==> src/hw/rtl/bracket_balance_lexer_top_assert.svh <==
// Assertion macros for the bracket balance lexer.
`ifndef BRACKET_BALANCE_LEXER_TOP_ASSERT_SVH
`define BRACKET_BALANCE_LEXER_TOP_ASSERT_SVH

// Same-cycle implication, checked out of reset.
`define BBL_ASSERT_NOW(lbl, ante, cons) \
    lbl: assert property (@(posedge clk) disable iff (!rst_n) (ante) |-> (cons)) \
        else $error("bracket balance lexer: same-cycle check failed");

// Next-cycle implication, checked out of reset.
`define BBL_ASSERT_NEXT(lbl, ante, cons) \
    lbl: assert property (@(posedge clk) disable iff (!rst_n) (ante) |=> (cons)) \
        else $error("bracket balance lexer: next-cycle check failed");

`endif

==> src/hw/rtl/bbl_pkg.sv <==
// Types and constants shared by the bracket balance lexer modules.
package bbl_pkg;

    localparam int DEPTH_BITS = 16;

    localparam logic signed [DEPTH_BITS-1:0] DEPTH_MAX  = {1'b0, {(DEPTH_BITS-1){1'b1}}};
    localparam logic signed [DEPTH_BITS-1:0] DEPTH_MIN  = {1'b1, {(DEPTH_BITS-1){1'b0}}};
    localparam logic signed [DEPTH_BITS-1:0] DEPTH_ONE  = DEPTH_BITS'(1);
    localparam logic signed [DEPTH_BITS-1:0] DEPTH_ZERO = '0;

    localparam logic [7:0] CH_LBRACE   = 8'h7B;
    localparam logic [7:0] CH_RBRACE   = 8'h7D;
    localparam logic [7:0] CH_LPAREN   = 8'h28;
    localparam logic [7:0] CH_RPAREN   = 8'h29;
    localparam logic [7:0] CH_LBRACKET = 8'h5B;
    localparam logic [7:0] CH_RBRACKET = 8'h5D;
    localparam logic [7:0] CH_STAR     = 8'h2A;
    localparam logic [7:0] CH_SLASH    = 8'h2F;
    localparam logic [7:0] CH_NEWLINE  = 8'h0A;
    localparam logic [7:0] CH_DQUOTE   = 8'h22;
    localparam logic [7:0] CH_SQUOTE   = 8'h27;
    localparam logic [7:0] CH_BSLASH   = 8'h5C;

    typedef enum logic [2:0] {
        MODE_CODE   = 3'd0,
        MODE_LINE   = 3'd1,
        MODE_BLOCK  = 3'd2,
        MODE_SQUOTE = 3'd3,
        MODE_DQUOTE = 3'd4
    } lex_mode_t;

    typedef struct packed {
        logic [7:0] text_byte;
        logic       last_byte;
    } in_item_t;

    typedef struct packed {
        logic incomplete;
        logic buffer_end;
    } out_item_t;

    typedef struct packed {
        logic inc;
        logic dec;
    } ctr_cmd_t;

    typedef struct packed {
        ctr_cmd_t brace;
        ctr_cmd_t paren;
        ctr_cmd_t bracket;
    } bump_cmd_t;

endpackage

==> src/hw/rtl/bbl_lex_fsm.sv <==
// Lexical mode state machine with escape, pending-slash and pending-star flags.
module bbl_lex_fsm
(
    input  logic               clk,
    input  logic               rst_n,
    input  logic               step,
    input  logic [7:0]         text_byte,
    input  logic               last_byte,
    output bbl_pkg::lex_mode_t mode_next,
    output bbl_pkg::bump_cmd_t cmd
);
    import bbl_pkg::*;

    lex_mode_t mode_reg;
    logic      escape_reg;
    logic      slash_reg;
    logic      star_reg;
    logic      escape_next;
    logic      slash_next;
    logic      star_next;
    logic      code_bytes;

    // next state
    always_comb
    begin
        mode_next   = mode_reg;
        escape_next = escape_reg;
        slash_next  = slash_reg;
        star_next   = star_reg;
        unique case (mode_reg)
            MODE_LINE:
            begin
                if (text_byte == CH_NEWLINE)
                begin
                    mode_next = MODE_CODE;
                end
            end
            MODE_BLOCK:
            begin
                if (star_reg && text_byte == CH_SLASH)
                begin
                    mode_next = MODE_CODE;
                    star_next = 1'b0;
                end
                else
                begin
                    star_next = (text_byte == CH_STAR);
                end
            end
            MODE_SQUOTE, MODE_DQUOTE:
            begin
                if (escape_reg)
                begin
                    escape_next = 1'b0;
                end
                else if (text_byte == CH_BSLASH)
                begin
                    escape_next = 1'b1;
                end
                else if ((mode_reg == MODE_SQUOTE && text_byte == CH_SQUOTE) ||
                         (mode_reg == MODE_DQUOTE && text_byte == CH_DQUOTE))
                begin
                    mode_next = MODE_CODE;
                end
            end
            default:
            begin
                mode_next = MODE_CODE;
                if (slash_reg && text_byte == CH_SLASH)
                begin
                    mode_next  = MODE_LINE;
                    slash_next = 1'b0;
                end
                else if (slash_reg && text_byte == CH_STAR)
                begin
                    mode_next  = MODE_BLOCK;
                    slash_next = 1'b0;
                    star_next  = 1'b0;
                end
                else
                begin
                    slash_next = (text_byte == CH_SLASH);
                    if (text_byte == CH_SQUOTE)
                    begin
                        mode_next   = MODE_SQUOTE;
                        escape_next = 1'b0;
                    end
                    else if (text_byte == CH_DQUOTE)
                    begin
                        mode_next   = MODE_DQUOTE;
                        escape_next = 1'b0;
                    end
                end
            end
        endcase
    end

    // outputs: counter bumps only for ordinary code bytes
    always_comb
    begin
        code_bytes = (mode_reg != MODE_LINE) && (mode_reg != MODE_BLOCK) &&
                     (mode_reg != MODE_SQUOTE) && (mode_reg != MODE_DQUOTE) &&
                     !(slash_reg && (text_byte == CH_SLASH || text_byte == CH_STAR));
        cmd.brace.inc   = code_bytes && (text_byte == CH_LBRACE);
        cmd.brace.dec   = code_bytes && (text_byte == CH_RBRACE);
        cmd.paren.inc   = code_bytes && (text_byte == CH_LPAREN);
        cmd.paren.dec   = code_bytes && (text_byte == CH_RPAREN);
        cmd.bracket.inc = code_bytes && (text_byte == CH_LBRACKET);
        cmd.bracket.dec = code_bytes && (text_byte == CH_RBRACKET);
    end

    always_ff @(posedge clk or negedge rst_n)
    begin
        if (!rst_n)
        begin
            mode_reg   <= MODE_CODE;
            escape_reg <= 1'b0;
            slash_reg  <= 1'b0;
            star_reg   <= 1'b0;
        end
        else if (step)
        begin
            if (last_byte)
            begin
                mode_reg   <= MODE_CODE;
                escape_reg <= 1'b0;
                slash_reg  <= 1'b0;
                star_reg   <= 1'b0;
            end
            else
            begin
                mode_reg   <= mode_next;
                escape_reg <= escape_next;
                slash_reg  <= slash_next;
                star_reg   <= star_next;
            end
        end
    end

endmodule

==> src/hw/rtl/bbl_sat_ctr.sv <==
// Saturating signed depth counter.
module bbl_sat_ctr
(
    input  logic              clk,
    input  logic              rst_n,
    input  logic              step,
    input  logic              clear,
    input  bbl_pkg::ctr_cmd_t cmd,
    output logic              positive
);
    import bbl_pkg::*;

    logic signed [DEPTH_BITS-1:0] depth_reg;
    logic signed [DEPTH_BITS-1:0] depth_next;

    always_comb
    begin
        depth_next = depth_reg;
        if (cmd.inc && depth_reg != DEPTH_MAX)
        begin
            depth_next = depth_reg + DEPTH_ONE;
        end
        else if (cmd.dec && depth_reg != DEPTH_MIN)
        begin
            depth_next = depth_reg - DEPTH_ONE;
        end
        positive = !depth_next[DEPTH_BITS-1] && (depth_next != DEPTH_ZERO);
    end

    always_ff @(posedge clk or negedge rst_n)
    begin
        if (!rst_n)
        begin
            depth_reg <= DEPTH_ZERO;
        end
        else if (step)
        begin
            depth_reg <= clear ? DEPTH_ZERO : depth_next;
        end
    end

endmodule

==> src/hw/rtl/bracket_balance_lexer_top.sv <==
// An accepted text item passes the input register and the result register before its verdict item.
// One byte per cycle when not stalled; the lexer state and depth counters update together.
// The verdict register holds a stalled item while the input register can still take one.
// Reset (rst_n low, asynchronous): code mode, all flags and counters zero, no items held.
// A byte marked last_byte returns all lexer state to its reset values after its verdict.
module bracket_balance_lexer_top
(
    input  logic                clk,
    input  logic                rst_n,
    input  logic                text_valid,
    output logic                text_stall,
    input  bbl_pkg::in_item_t   text_item,
    output logic                verdict_valid,
    input  logic                verdict_stall,
    output bbl_pkg::out_item_t  verdict
);
    import bbl_pkg::*;

    logic      s1_valid_reg;
    in_item_t  s1_item_reg;
    logic      out_valid_reg;
    out_item_t out_item_reg;
    logic      step;
    lex_mode_t mode_next;
    bump_cmd_t cmd;
    logic      brace_pos;
    logic      paren_pos;
    logic      bracket_pos;
    out_item_t result;

    assign step       = s1_valid_reg && (!out_valid_reg || !verdict_stall);
    assign text_stall = s1_valid_reg && !step;

    bbl_lex_fsm u_fsm
    (
        .clk       (clk),
        .rst_n     (rst_n),
        .step      (step),
        .text_byte (s1_item_reg.text_byte),
        .last_byte (s1_item_reg.last_byte),
        .mode_next (mode_next),
        .cmd       (cmd)
    );

    bbl_sat_ctr u_brace
    (
        .clk      (clk),
        .rst_n    (rst_n),
        .step     (step),
        .clear    (s1_item_reg.last_byte),
        .cmd      (cmd.brace),
        .positive (brace_pos)
    );

    bbl_sat_ctr u_paren
    (
        .clk      (clk),
        .rst_n    (rst_n),
        .step     (step),
        .clear    (s1_item_reg.last_byte),
        .cmd      (cmd.paren),
        .positive (paren_pos)
    );

    bbl_sat_ctr u_bracket
    (
        .clk      (clk),
        .rst_n    (rst_n),
        .step     (step),
        .clear    (s1_item_reg.last_byte),
        .cmd      (cmd.bracket),
        .positive (bracket_pos)
    );

    always_comb
    begin
        result.incomplete = (mode_next == MODE_BLOCK) || (mode_next == MODE_SQUOTE) ||
                            (mode_next == MODE_DQUOTE) || brace_pos || paren_pos ||
                            bracket_pos;
        result.buffer_end = s1_item_reg.last_byte;
    end

    always_ff @(posedge clk or negedge rst_n)
    begin
        if (!rst_n)
        begin
            s1_valid_reg <= 1'b0;
        end
        else if (!text_stall)
        begin
            s1_valid_reg <= text_valid;
        end
    end

    always_ff @(posedge clk)
    begin
        if (text_valid && !text_stall)
        begin
            s1_item_reg <= text_item;
        end
    end

    always_ff @(posedge clk or negedge rst_n)
    begin
        if (!rst_n)
        begin
            out_valid_reg <= 1'b0;
        end
        else if (!out_valid_reg || !verdict_stall)
        begin
            out_valid_reg <= s1_valid_reg;
        end
    end

    always_ff @(posedge clk)
    begin
        if (step)
        begin
            out_item_reg <= result;
        end
    end

    assign verdict_valid = out_valid_reg;
    assign verdict       = out_item_reg;

`include "bracket_balance_lexer_top_assert.svh"

    `BBL_ASSERT_NOW(a_stall_only_when_full, text_stall, s1_valid_reg)
    `BBL_ASSERT_NEXT(a_step_fills_result, step, out_valid_reg)
    `BBL_ASSERT_NEXT(a_held_item_kept, s1_valid_reg && !step, s1_valid_reg)

endmodule

==> config.mk <==
export PLATFORM = sky130hd
export DESIGN_NAME = bracket_balance_lexer_top
export DESIGN_NICKNAME = d
export VERILOG_FILES = /design/src/hw/rtl/bbl_pkg.sv /design/src/hw/rtl/bbl_lex_fsm.sv /design/src/hw/rtl/bbl_sat_ctr.sv /design/src/hw/rtl/bracket_balance_lexer_top.sv
export VERILOG_INCLUDE_DIRS = /design/src /design/src/hw/rtl
export SDC_FILE = /design/constraint.sdc
export NUM_CORES = 1
export LEC_CHECK = 0
export ABC_AREA = 1
export BUFFER_PORTS_ARGS = -buffer_cell sky130_fd_sc_hd__buf_2
export CORE_ASPECT_RATIO = 2
export CORE_MARGIN = 1
export CORE_UTILIZATION = 60
export DETAILED_ROUTE_END_ITERATION = 16
export HOLD_SLACK_MARGIN = 0.15
export MAX_ROUTING_LAYER = met4
export PLACE_DENSITY = 0.77
export SLEW_MARGIN = 10
export SYNTH_ARGS = -nofsm -noshare
export SYNTH_HDL_FRONTEND = slang
export SYNTH_SLANG_ARGS = --single-unit
export TNS_END_PERCENT = 20
==> constraint.sdc <==
create_clock -name clk -period 3.1 [get_ports clk]
set_clock_uncertainty 0.05 [all_clocks]
set_input_delay 0.465 -clock clk [delete_from_list [all_inputs] [get_ports clk]]
set_output_delay 0.465 -clock clk [all_outputs]
set_load 0.05 [all_outputs]
## Word-level counts from Yosys, hierarchy flattened

Index checks and enable logic that the tools add are counted.

- Bits in registers: 67
- Input bits: 13
- Output and inout bits: 4
- Logic and storage cells: 147

- Add/sub/neg operators: 6
- Eq/ne operators: 35
- Multiplexer cells: 37
- Reductions and logical operators: 56

Operator list:

| kind | count |
|---|---|
| $mux W16 | 9 |
| $ne A16 B16 Y1 const B | 6 |
| $add A16 B2 Y16 const B | 3 |
| $eq A8 B6 Y1 const B | 6 |
| $reduce_bool A16 Y1 | 3 |
| $sub A16 B2 Y16 const B | 3 |
| $eq A8 B7 Y1 const B | 5 |
| $mux W3 | 10 |
| $logic_and A1 B1 Y1 | 28 |
| $mux W1 | 15 |
| $eq A3 B2 Y1 const B | 4 |
| $ne A3 B3 Y1 const B | 4 |
| $pmux W3 S3 | 1 |
| $eq A8 B4 Y1 const B | 1 |
| $logic_not A1 Y1 | 8 |
| $logic_or A1 B1 Y1 | 8 |
| $eq A3 B3 Y1 const B | 2 |
| $ne A2 B1 Y1 const B | 3 |
| $ne A3 B2 Y1 const B | 2 |
| $reduce_and A5 Y1 | 1 |
| $pmux W1 S2 | 2 |
| $reduce_and A4 Y1 | 1 |
| $reduce_bool A4 Y1 | 1 |
| $reduce_or A2 Y1 | 2 |
| other kinds (6) | 6 |

## Depth between registers and ports, before layout

Gate-level depths: netlist of the first run.

- Depth in word-level cells: 14
- Gate-level depth with buffers: 19
- Mapped depth without buffers: 19

## By module

Synthesis of the first run repeated with hierarchy kept, for this count alone.

- Cell total of the unflattened synthesis: 1017
- Area total of the unflattened synthesis: 6343.6 µm²

Modules (own cells, without submodules):

| module | times used | cells an instance | area an instance (µm²) | seq. area each (µm²) |
|---|---|---|---|---|
| bbl_sat_ctr at u_brace ... | 2 | 287 | 1727.9 | 400.4 |
| bbl_sat_ctr at u_paren | 1 | 295 | 1761.7 | 400.4 |
| bbl_lex_fsm | 1 | 118 | 670.6 | 150.1 |
| bracket_balance_lexer_top | 1 | 30 | 455.4 | 380.4 |

## Worst setup path before layout of the first run

Ideal clock, no wire load.

- Path type: register -> register
- Start: reg u_paren.depth_reg[0]
- End: reg out_item_reg (netlist bit verdict[1]) (data pin)
- Setup time: 0.264 ns
- Data arrival time: 1.883 ns
- Data required time: 2.786 ns
- Path slack: 0.903 ns
- Cell stages (with the launch flop): 16
- Buffers on the path: 1
- Clock period less this slack: 2.197 ns
- Path through: dfrtp_1 -> inv_1 -> ha_1 -> nand4_1 -> nor2_1 -> a21oi_1 -> buf_2 -> nand3b_1 -> nand3_1 -> nand2_1 -> nor2_1 -> nand2_1 -> nor2_1 -> nand2_1 -> nand2_1 -> nand4_1

RTL lines:

| element | RTL line | text |
|---|---|---|
| start: declaration | bbl_sat_ctr.sv:13 | `logic signed [DEPTH_BITS-1:0] depth_reg;` |
| start signal: assignment | bbl_sat_ctr.sv:38 | `depth_reg <= clear ? DEPTH_ZERO : depth_next;` |
| end signal: assignment | bracket_balance_lexer_top.sv:119 | `out_item_reg <= result;` |
| end: declaration | bracket_balance_lexer_top.sv:22 | `out_item_t out_item_reg;` |

==> metrics.txt, run 1 <==
Mapped Nets=1094; drt pass-1 iters=5; post-CTS setup buffer count=0; Placed Area=6480 um^2; Worst-Margin Slew=0.728 ns; Setup crit end kind=flop; hold_ws=0.252 ns; beginning of the worst register-to-register path=s1_item_reg[1]$_DFFE_PP_; row count=52; Residual DRC=0; Ant. Diodes=0; core region area=10100 um^2; critical path, cell by cell=nand2_1 > nor2_1 > nand3_1 > nand3_4 > nor3_4 > nand2_2 > nand2_1 > nand2_1 > nor2_1 > nand2_1 > nor2_1 > nand2_1 > nand2_1 > nand4_1; vias in the first global route=7013; Die H=147 um; IO Pins=17; WHS Path Cells=1; Mapped Area=6280 um^2; delay of the slowest critical-path stage=0.48 ns; Hold EP=s1_item_reg[8]$_DFFE_PP_; grt met2 use=0.681; Arrival @ worst endpoint=2.83 ns; clock sink count=67; fin worst setup slack=0.299 ns; Util after Layout=0.669; die area=10900 um^2; total congestion overflow=0; Non-Filler Instances=1222; Clock Tree Buf Depth=2; final period utilization=0.903; Hold Path Origin=text_item[8]; number of synthesized register bits=67; CTS tree=built; FF-to-FF path depth=14; Final ANT Viol Nets=0; Hold Path Class=in2reg; Mapped Cells=1072; Required @ worst endpoint=3.13 ns; total track usage=0.400; Clock Tree Root=clkbuf_16; Clock Latency Late Sink=0.34 ns; Syn Area/Cell=5.86 um^2; dpl cells=1205; YS warnings=0; final hold violations=0; met1 Use GR=0.391; area of the multi-input gates=3930 um^2; Vias/cell=5.83; routed via count=7120; Final Max Slew Viols=0; share of layout cells above drive strength 1=0.0672; setup TNS=0 ns; HPWL after DPL=14900 um; post-synth cell types=34; startpoint types=flop; fillers=1007; Fmax achieved=357 MHz; largest net degree at the start of global routing=53; met3 usage=0.0631; initial antenna violation count=0; grt peak-use layer=met2; post-route cell area=6790 um^2; Tot Pwr=2.69 mW; critical path fanouts, max=9; Leakage=3.71 nW; max-cap violation count=0; first-pass GRT wire length=32600 um; Die Wd=74.4 um; sequential share of the synthesized area=0.276; RSZ-0062 raised after global routing=false; H-tree depth=3; Initial Utilization=0.619; Setup WS pre-CTS=0.326 ns; status=finished, final reports clean; Slowest-stage cell, CP=edfxtp_1; Power Density=396 nW/um^2; min Tclk post-route=2.80 ns; GP Congestion=1.08; Setup Crit Path Kind=reg2reg; I/O Buffers=16; Syn-to-layout area delta=8.10%; wire length per cell=16.2 um; final net count=1104; DRT Wirelength=19800 um; reg-to-reg endpoint=verdict[1]$_DFFE_PP_; r2r setup slk=0.30 ns; TritonCTS Buffers=9; Initial DRC Count=513; Max VDD drop=415 uV; worst rel slew slack=0.513; clk slew on worst S/H paths=0.06 ns; setup violators final=0; FF/Latch Area=1730 um^2; Worst path most repeated cell=nand2_1
[layer usage]
metal  vias up  share of wire
li1       3428              -
met1      3227           0.35
met2       333           0.52
met3       132          0.050
met4         0          0.079
met5         -              0
[logic make-up (layout without fill, tap and decap cells)]
family	Yosys count	in the layout	share of synthesized area
and+or+nand+nor	730	730	0.491
buffers and inverters	155	170	0.102
AOI/OAI and AO/OA	79	79	0.0685
DFF	67	67	0.276
xor gates and xnor gates	31	31	0.0432
adders and majority gates	9	9	0.0179
muxes	1	1	0.00179
[power by group]
| part | internal (mW) | total, mW | switching [mW] |
|---|---|---|---|
| Clock | 0.625 | 1.04 | 0.416 |
| Combinational | 0.182 | 0.670 | 0.488 |
| Sequential | 0.942 | 0.979 | 0.0364 |
| Total | 1.75 | 2.69 | 0.940 |
[synthesized netlist by cell type, drive strengths merged]
master / number / area share
o41ai: 2 / 0.0028
nand2: 393 / 0.24
nand3: 133 / 0.11
mux2: 1 / 0.0018
nand4: 21 / 0.021
o31ai: 1 / 0.0012
inv: 118 / 0.070
a21oi: 6 / 0.0048
o21ai: 54 / 0.043
or2: 4 / 0.0040
nor3: 12 / 0.011
nor2: 154 / 0.097
buf: 25 / 0.024
nor4: 4 / 0.0040
edfxtp: 11 / 0.053
and3: 1 / 0.0010
dfrtp: 56 / 0.22
clkinv: 2 / 0.0014
o22ai: 14 / 0.014
xor2: 31 / 0.043
ha: 9 / 0.018
clkbuf: 10 / 0.0060
nand3b: 8 / 0.0096
a22o: 2 / 0.0028
[timing repair]
| item | in CTS | in global routing |
|---|---|---|
| endpoints found under the setup margin | 0 | 1 |
| hold buffers | 1 | 0 |
| hold endpoints to repair | 20 | 0 |
| resized for setup | 0 | 2 |
[placed cells by master, fill, tap and decap left out, types with 11 or more instances in the layout]
cell type	synthesis	layout
nand2_1	391	391
nand3_1	132	131
nor2_1	145	143
o22ai_1	14	14
edfxtp_1	11	11
inv_1	115	115
xor2_1	31	31
buf_4	2	17
nor3_1	11	11
buf_2	20	16
o21ai_0	52	52
dfrtp_1	56	56
nand4_1	21	21
[layout make-up]
cell class                      count  area share
Timing Repair Buffer               34      0.0321
Inverter                          120      0.0665
Sequential cell                    67       0.255
Tap cell                          135      0.0249
Clock buffer                       10      0.0337
Multi-Input combinational cell    850       0.578
Clock inverter                      6     0.00958
[worst max-delay path, delay by kind of cell, from the launching register on]
family | cells | cell delay (ns)
flops | 1 | 0.48
simple gates | 14 | 2.02
[worst max-delay path by stage]
stage	from	endpoint	slack (ns)
after floorplan	u_paren.depth_reg[0]$_DFFE_PN0P_	verdict[1]$_DFFE_PP_	0.90
after global placement	u_brace.depth_reg[0]$_DFFE_PN0P_	verdict[1]$_DFFE_PP_	0.36
after detailed placement	u_brace.depth_reg[0]$_DFFE_PN0P_	verdict[1]$_DFFE_PP_	0.33
after CTS	u_brace.depth_reg[0]$_DFFE_PN0P_	verdict[1]$_DFFE_PP_	0.25
after global routing	u_fsm.mode_reg[0]$_DFFE_PN0P_	verdict[1]$_DFFE_PP_	0.04
final	s1_item_reg[1]$_DFFE_PP_	verdict[1]$_DFFE_PP_	0.30
(Power assumes the default switching activity.)
==> inputs of run 2 (changes only) <==
--- a/config.mk
+++ b/config.mk
@@ -11,6 +11,7 @@
 export CORE_ASPECT_RATIO = 2
 export CORE_MARGIN = 1
 export CORE_UTILIZATION = 60
+export CTS_BUF_LIST = sky130_fd_sc_hd__clkbuf_8
 export DETAILED_ROUTE_END_ITERATION = 16
 export HOLD_SLACK_MARGIN = 0.15
 export MAX_ROUTING_LAYER = met4
==> run 2 against run 1 <==
Compared with the run above:
- wire length fell by 0.45%
- register-to-register slack lost 0.03 ns
- first-iteration DRC count shrank 2.5%
- sequential cell count did not move
- critical path depth up 4
- sequential power hardly changed
- cell count unchanged
- count of clock-buffer cells in the layout fell by 1
- largest power group is now sequential cells
- largest cell class unchanged
==> metrics.txt, run 2 (synthesis results as in run 1) <==
WHS Path Cells=1 (unchanged); Die Wd=74.4 um (unchanged); Power Density=358 nW/um^2 (-9.6%); GP Congestion=1.08 (unchanged); Hold EP=s1_item_reg[8]$_DFFE_PP_; IO Pins=17 (unchanged); die area=10900 um^2 (unchanged); fillers=1028 (+2.1%); Internal=1.49 mW (-15%); commonest cells after routing, fill and taps aside=391 x nand2_1, 143 x nor2_1, 132 x nand3_1; clk slew on worst S/H paths=0.09 ns (+0.03 ns); Top Metal Used=met4; DRT Wirelength=19700 um (-0.45%); Non-Filler Instances=1222 (unchanged); Gate power share=0.279 (+0.030); H-tree depth=3 (unchanged); beginning of the worst register-to-register path=u_brace.depth_reg[0]$_DFFE_PN0P_; I/O Buffers=16 (unchanged); startpoint types=flop; routed via count=7042 (-1.1%); post-CTS setup buffer count=0 (unchanged); share of layout cells above drive strength 1=0.0662 (-0.000920); Clock Latency Late Sink=0.36 ns (+0.02 ns); met1 wire length=6920 um (+0.92%); Net Sw Frac=0.376 (+0.0266); CTS tree=built; final net count=1104 (unchanged); total track usage=0.397 (-0.00300); r2r setup slk=0.27 ns (-0.03 ns); Worst path most repeated cell=nand2_1; NetSw=0.901 mW (-4.2%); max-cap violation count=0 (unchanged); FF-to-FF path depth=18 (+4); setup TNS=0 ns (unchanged); final hold violations=0 (unchanged); initial antenna violation count=0 (unchanged); TritonCTS Buffers=9 (unchanged); Worst-Margin Slew=0.748 ns (+0.0198 ns); Syn-to-layout area delta=6.41%; Slowest-stage cell, CP=dfrtp_1; Ant. Diodes=0 (unchanged); Final Max Slew Viols=0 (unchanged); critical path, cell by cell=ha_1 > nand2_1 > nor2_1 > nand3_1 > nor2_2 > nand2_1 > nand2_1 > inv_2 > nor2_1 > nand2_1 > nand2_1 > nand2_1 > inv_1 > nand2_1 > nor2_1 > nand2_1 > nand2_1 > nand4_1; first-pass GRT wire length=32300 um (-0.89%); WL met3=1010 um (+1.7%); largest net degree at the start of global routing=53 (unchanged); Setup crit end kind=flop; Setup Crit Path Kind=reg2reg; Required @ worst endpoint=3.15 ns (+0.02 ns); worst rel slew slack=0.499 (-0.0132); Vias/cell=5.76 (-1.1%); sequential share of power=0.408 (+0.044); Max VDD drop=419 uV (+0.96%); vias in the first global route=6942 (-1.0%); clock sink count=67 (unchanged); Arrival @ worst endpoint=2.88 ns (+0.05 ns); HPWL after DPL=14900 um (unchanged); status=finished, final reports clean; Residual DRC=0 (unchanged); Initial Utilization=0.619 (unchanged); total congestion overflow=0 (unchanged); RSZ-0062 raised after global routing=false; Final ANT Viol Nets=0 (unchanged); Initial DRC Count=500 (-2.5%); critical path fanouts, max=15 (+6); reg-to-reg endpoint=verdict[1]$_DFFE_PP_; CP Launch Point=u_brace.depth_reg[0]$_DFFE_PN0P_; Clock Tree Buf Depth=2 (unchanged); Clk pwr share=0.313 (-0.074); Hold Path Class=in2reg; core region area=10100 um^2 (unchanged); wire length per cell=16.1 um (-0.45%); delay of the slowest critical-path stage=0.43 ns (-0.05 ns); met2 wire length=10300 um (about the same); row count=52 (unchanged); setup violators final=0 (unchanged); Die H=147 um (unchanged); dpl cells=1205 (unchanged); final period utilization=0.912 (+0.00884); min Tclk post-route=2.83 ns (+0.0274 ns); Hold Path Origin=text_item[8]; drt pass-1 iters=6 (+1); Fmax achieved=354 MHz (-0.97%); commonest non-fill, non-tap cell in the layout=nand2_1; Leakage=3.67 nW (-1.1%); Clock Tree Root=clkbuf_8
run 2: metrics by stage:
stage           util  hold WS (ns)  setup slack, ns  power [mW]  area (um^2)
2_1_floorplan      -         0.119            0.903        1.47         6280
6_report       0.659         0.234            0.272        2.39         6690
4_1_cts        0.659         0.223            0.266        2.39         6680
5_1_grt        0.659         0.213           0.0110        2.52         6690
3_3_place_gp   0.639         0.422            0.364        1.65         6480
3_5_place_dp   0.639         0.428            0.326        1.65         6480
run 2: power groups by stage:
stage / Clock [mW] / Sequential (mW) / Combinational, mW
6_report: 0.750 / 0.977 / 0.668
5_1_grt: 0.794 / 0.982 / 0.741
4_1_cts: 0.751 / 0.975 / 0.659
3_5_place_dp: 0 / 0.993 / 0.656
3_3_place_gp: 0 / 0.993 / 0.652
2_1_floorplan: 0 / 1.01 / 0.450
run 2: layer usage:
metal | GRT usage | vias to the layer above
li1 | - | 3440
met1 | 0.389 | 3164
met2 | 0.682 | 321
met3 | 0.0645 | 117
met4 | 0.272 | 0
met5 | - | -
run 2: worst max-delay path, delay by kind of cell, from the launching register on:
family	cells	cell delay [ns]
fa+ha+maj	1	0.21
buf+inv	2	0.22
flops	1	0.43
simple gates	15	1.65
run 2: cell type report:
| class | instances | area [um^2] | area share |
|---|---|---|---|
| inverters | 120 | 452 | 0.0676 |
| clock inverters | 7 | 68.8 | 0.0103 |
| well taps | 135 | 169 | 0.0253 |
| flip-flops and latches | 67 | 1730 | 0.259 |
| repair buffers | 34 | 218 | 0.0326 |
| multi-input cells | 850 | 3920 | 0.587 |
| clock buffers | 9 | 124 | 0.0185 |
run 2: worst max-delay path by stage:
| stage | to | slack, ns | depth (start not counted) |
|---|---|---|---|
| 5_1_grt | verdict[1]$_DFFE_PP_ | 0.01 | 18 |
| 6_report | verdict[1]$_DFFE_PP_ | 0.27 | 18 |
| 2_1_floorplan | verdict[1]$_DFFE_PP_ | 0.90 | 15 |
| 3_5_place_dp | verdict[1]$_DFFE_PP_ | 0.33 | 18 |
| 3_3_place_gp | verdict[1]$_DFFE_PP_ | 0.36 | 18 |
| 4_1_cts | verdict[1]$_DFFE_PP_ | 0.27 | 18 |
run 2: what timing repair did:
action                     CTS  global route
hold buffers                 1             0
hold endpoints to repair    20             0
resized for setup            0             1
setup endpoints to repair    0             1
==> inputs of run 3 (changes only) <==
--- a/config.mk
+++ b/config.mk
@@ -6,7 +6,6 @@
 export SDC_FILE = /design/constraint.sdc
 export NUM_CORES = 1
 export LEC_CHECK = 0
-export ABC_AREA = 1
 export BUFFER_PORTS_ARGS = -buffer_cell sky130_fd_sc_hd__buf_2
 export CORE_ASPECT_RATIO = 2
 export CORE_MARGIN = 1
==> run 3 against run 2 <==
Compared with the run above:
- the flow now finishes with violations (negative setup slack)
- sequential cell count did not move
- register-to-register slack lost 0.48 ns
- area after synthesis is 16% lower
- cell count is 26% lower
- die area down 16%
- utilization grew 14 points
- critical path type unchanged
- largest cell class unchanged
==> metrics.txt, run 3 <==
status=finished with violations; failing checks=negative setup slack; TritonCTS Buffers=9 (unchanged); Setup Crit Path Kind=reg2reg; beginning of the worst register-to-register path=u_bracket.depth_reg[0]$_DFFE_PN0P_; WHS Path Cells=1 (unchanged); Power Density=552 nW/um^2 (+54%); Setup WS pre-CTS=-0.361 ns (-0.687 ns); max-cap violation count=0 (unchanged); Top FF cell, synth=dfrtp_1; I/O Buffers=16 (unchanged); routed via count=5997 (-15%); worst rel slew slack=0.539 (+0.0398); Clock Tree Buf Depth=2 (unchanged); core region area=8590 um^2 (-15%); Synth top area share=0.266 (+0.0328); fin worst setup slack=-0.212 ns (-0.484 ns); row count=48 (-7.7%); final net count=823 (-25%); vias in the first global route=6006 (-13%); clk slew on worst S/H paths=0.09 ns (about the same); Initial Utilization=0.613 (-0.00647); final period utilization=1.07 (+0.156); Setup crit end kind=flop; Hold Path Origin=text_item[8]; CP Launch Point=u_bracket.depth_reg[0]$_DFFE_PN0P_; total track usage=0.421 (+0.0239); IO Pins=17 (unchanged); H-tree depth=3 (unchanged); Mapped Cells=662 (-38%); Synth area leaders=dfrtp_1 27%, edfxtp_1 6.3%, nand2_1 5.4%; initial antenna violation count=0 (unchanged); Final Max Slew Viols=0 (unchanged); top cells by count, synth=76 x nand2_1, 56 x dfrtp_1, 52 x o21ai_0; Syn-to-layout area delta=29.8%; GP Congestion=0.964 (-11%); Clock Latency Late Sink=0.36 ns (about the same); DRT Wirelength=18000 um (-8.6%); Die Wd=68.2 um (-8.3%); sequential share of the synthesized area=0.329 (+0.0535); Hold Path Class=in2reg; Max VDD drop=479 uV (+15%); largest net degree at the start of global routing=64 (+21%); EDFF count, synth=11 (unchanged); min Tclk post-route=3.31 ns (+0.484 ns); Syn Area/Cell=7.95 um^2 (+36%); setup TNS=-0.212 ns (-0.212 ns); drt pass-1 iters=6 (unchanged); count leader, synth=nand2_1; Mapped Nets=684 (-37%); Fmax achieved=302 MHz (-15%); Non-Filler Instances=906 (-26%); startpoint types=flop; commonest non-fill, non-tap cell in the layout=buf_4; Vias/cell=6.62 (+15%); Mapped Area=5260 um^2 (-16%); FF-to-FF path depth=11 (-7); YS warnings=0 (unchanged); Residual DRC=0 (unchanged); final hold violations=0 (unchanged); Required @ worst endpoint=3.14 ns (about the same); share of layout cells above drive strength 1=0.279 (+0.213); area leader, netlist=dfrtp_1; Async S/R FF share, synth=0.836 (unchanged); dpl cells=886 (-26%); Initial DRC Count=400 (-20%); Leakage=3.05 nW (-17%); setup violators final=1 (+1); post-synth cell types=68 (+100%); Die H=134 um (-8.4%); CTS tree=built; HPWL after DPL=13100 um (-12%); Worst-Margin Slew=0.691 ns (-0.0570 ns); clock sink count=67 (unchanged); Ant. Diodes=0 (unchanged); Arrival @ worst endpoint=3.35 ns (+0.47 ns); RSZ-0062 raised after global routing=true; total congestion overflow=0 (unchanged); Clock Tree Root=clkbuf_8; first-pass GRT wire length=28000 um (-13%); Util after Layout=0.795 (+0.137); Final ANT Viol Nets=0 (unchanged); wire length per cell=19.8 um (+23%); critical path fanouts, max=7 (-8); die area=9170 um^2 (-16%); commonest cells after routing, fill and taps aside=165 x buf_4, 75 x nand2_1, 56 x dfrtp_1; number of synthesized register bits=67 (unchanged)
run 3: changes by cell type after synthesis, sizes merged, moves of 19 or more:
cell    delta
nand2    -317
nand3    -111
nor2     -107
inv      -105
clkbuf    +36
a21oi     +28
nor3      +25
xnor2     +19
run 3: area by class of cell:
| type | instances | area (um^2) |
|---|---|---|
| flip-flops and latches | 67 | 1730 |
| fillers | 615 | 1760 |
| multi-input cells | 528 | 3380 |
| well taps | 100 | 125 |
| clock inverters | 6 | 80.1 |
| clock buffers | 10 | 138 |
| inverters | 13 | 48.8 |
| repair buffers | 182 | 1330 |
run 3: per-layer routing:
| metal | global-route usage | share of wire | vias to the layer above |
|---|---|---|---|
| met2 | 0.712 | 0.54 | 261 |
| li1 | - | - | 2757 |
| met4 | 0.301 | 0.065 | 0 |
| met5 | - | 0 | - |
| met1 | 0.401 | 0.35 | 2868 |
| met3 | 0.0842 | 0.044 | 111 |
run 3: cell families (layout without fill, tap and decap cells):
kind of cell	Yosys count	after routing	share of synthesized area
AO/OA/AOI/OAI	180	180	0.229
adder cells (fa/ha/maj)	9	9	0.0214
multiplexers	10	10	0.0193
XOR/XNOR	34	34	0.0566
AND/OR/NAND/NOR	295	295	0.293
buffers and inverters	67	211	0.0511
flip-flops	67	67	0.329
run 3: per-stage QoR:
stage / area (um^2) / hold WS [ns] / power [mW]
after global routing: 6830 / 0.215 / 3.95
final: 6830 / 0.219 / 3.77
after floorplan: 5260 / 0.119 / 2.14
after global placement: 6460 / 0.395 / 2.79
after CTS: 6770 / 0.213 / 3.71
after detailed placement: 6460 / 0.394 / 2.85
run 3: what timing repair did:
action,CTS,global route
pin swaps,6,4
endpoints found under the hold margin,18,0
resized for setup,10,8
hold buffers,1,0
setup endpoints to repair,1,4
buffers inserted,2,1
run 3: power breakdown:
group	switching, mW	internal [mW]	total, mW
clock	0.358	0.470	0.828
sequential	0.122	1.03	1.15
combinational	1.01	0.780	1.79
total	1.49	2.28	3.77
run 3: critical path, stage by stage, from the launching register on:
cell,delay [ns]
dfrtp_1,0.36
ha_1,0.18
nand4_1,0.24
nor4_4,0.38
nor2_2,0.12
buf_4,0.18
a22oi_1,0.18
xor2_1,0.21
nand4_1,0.11
or4_1,0.47
o41ai_2,0.41
o211ai_1,0.14
run 3: worst paths after layout:
check / slack (ns) / to
min in group asynchronous: 0.55 / u_bracket.depth_reg[2]$_DFFE_PN0P_
hold reg to reg: 0.49 / u_fsm.star_reg$_DFFE_PN0P_
setup reg to reg: -0.21 / verdict[1]$_DFFE_PP_
hold / removal: 0.22 / s1_item_reg[8]$_DFFE_PP_
setup / recovery: -0.21 / verdict[1]$_DFFE_PP_
max in group asynchronous: 1.75 / u_paren.depth_reg[8]$_DFFE_PN0P_
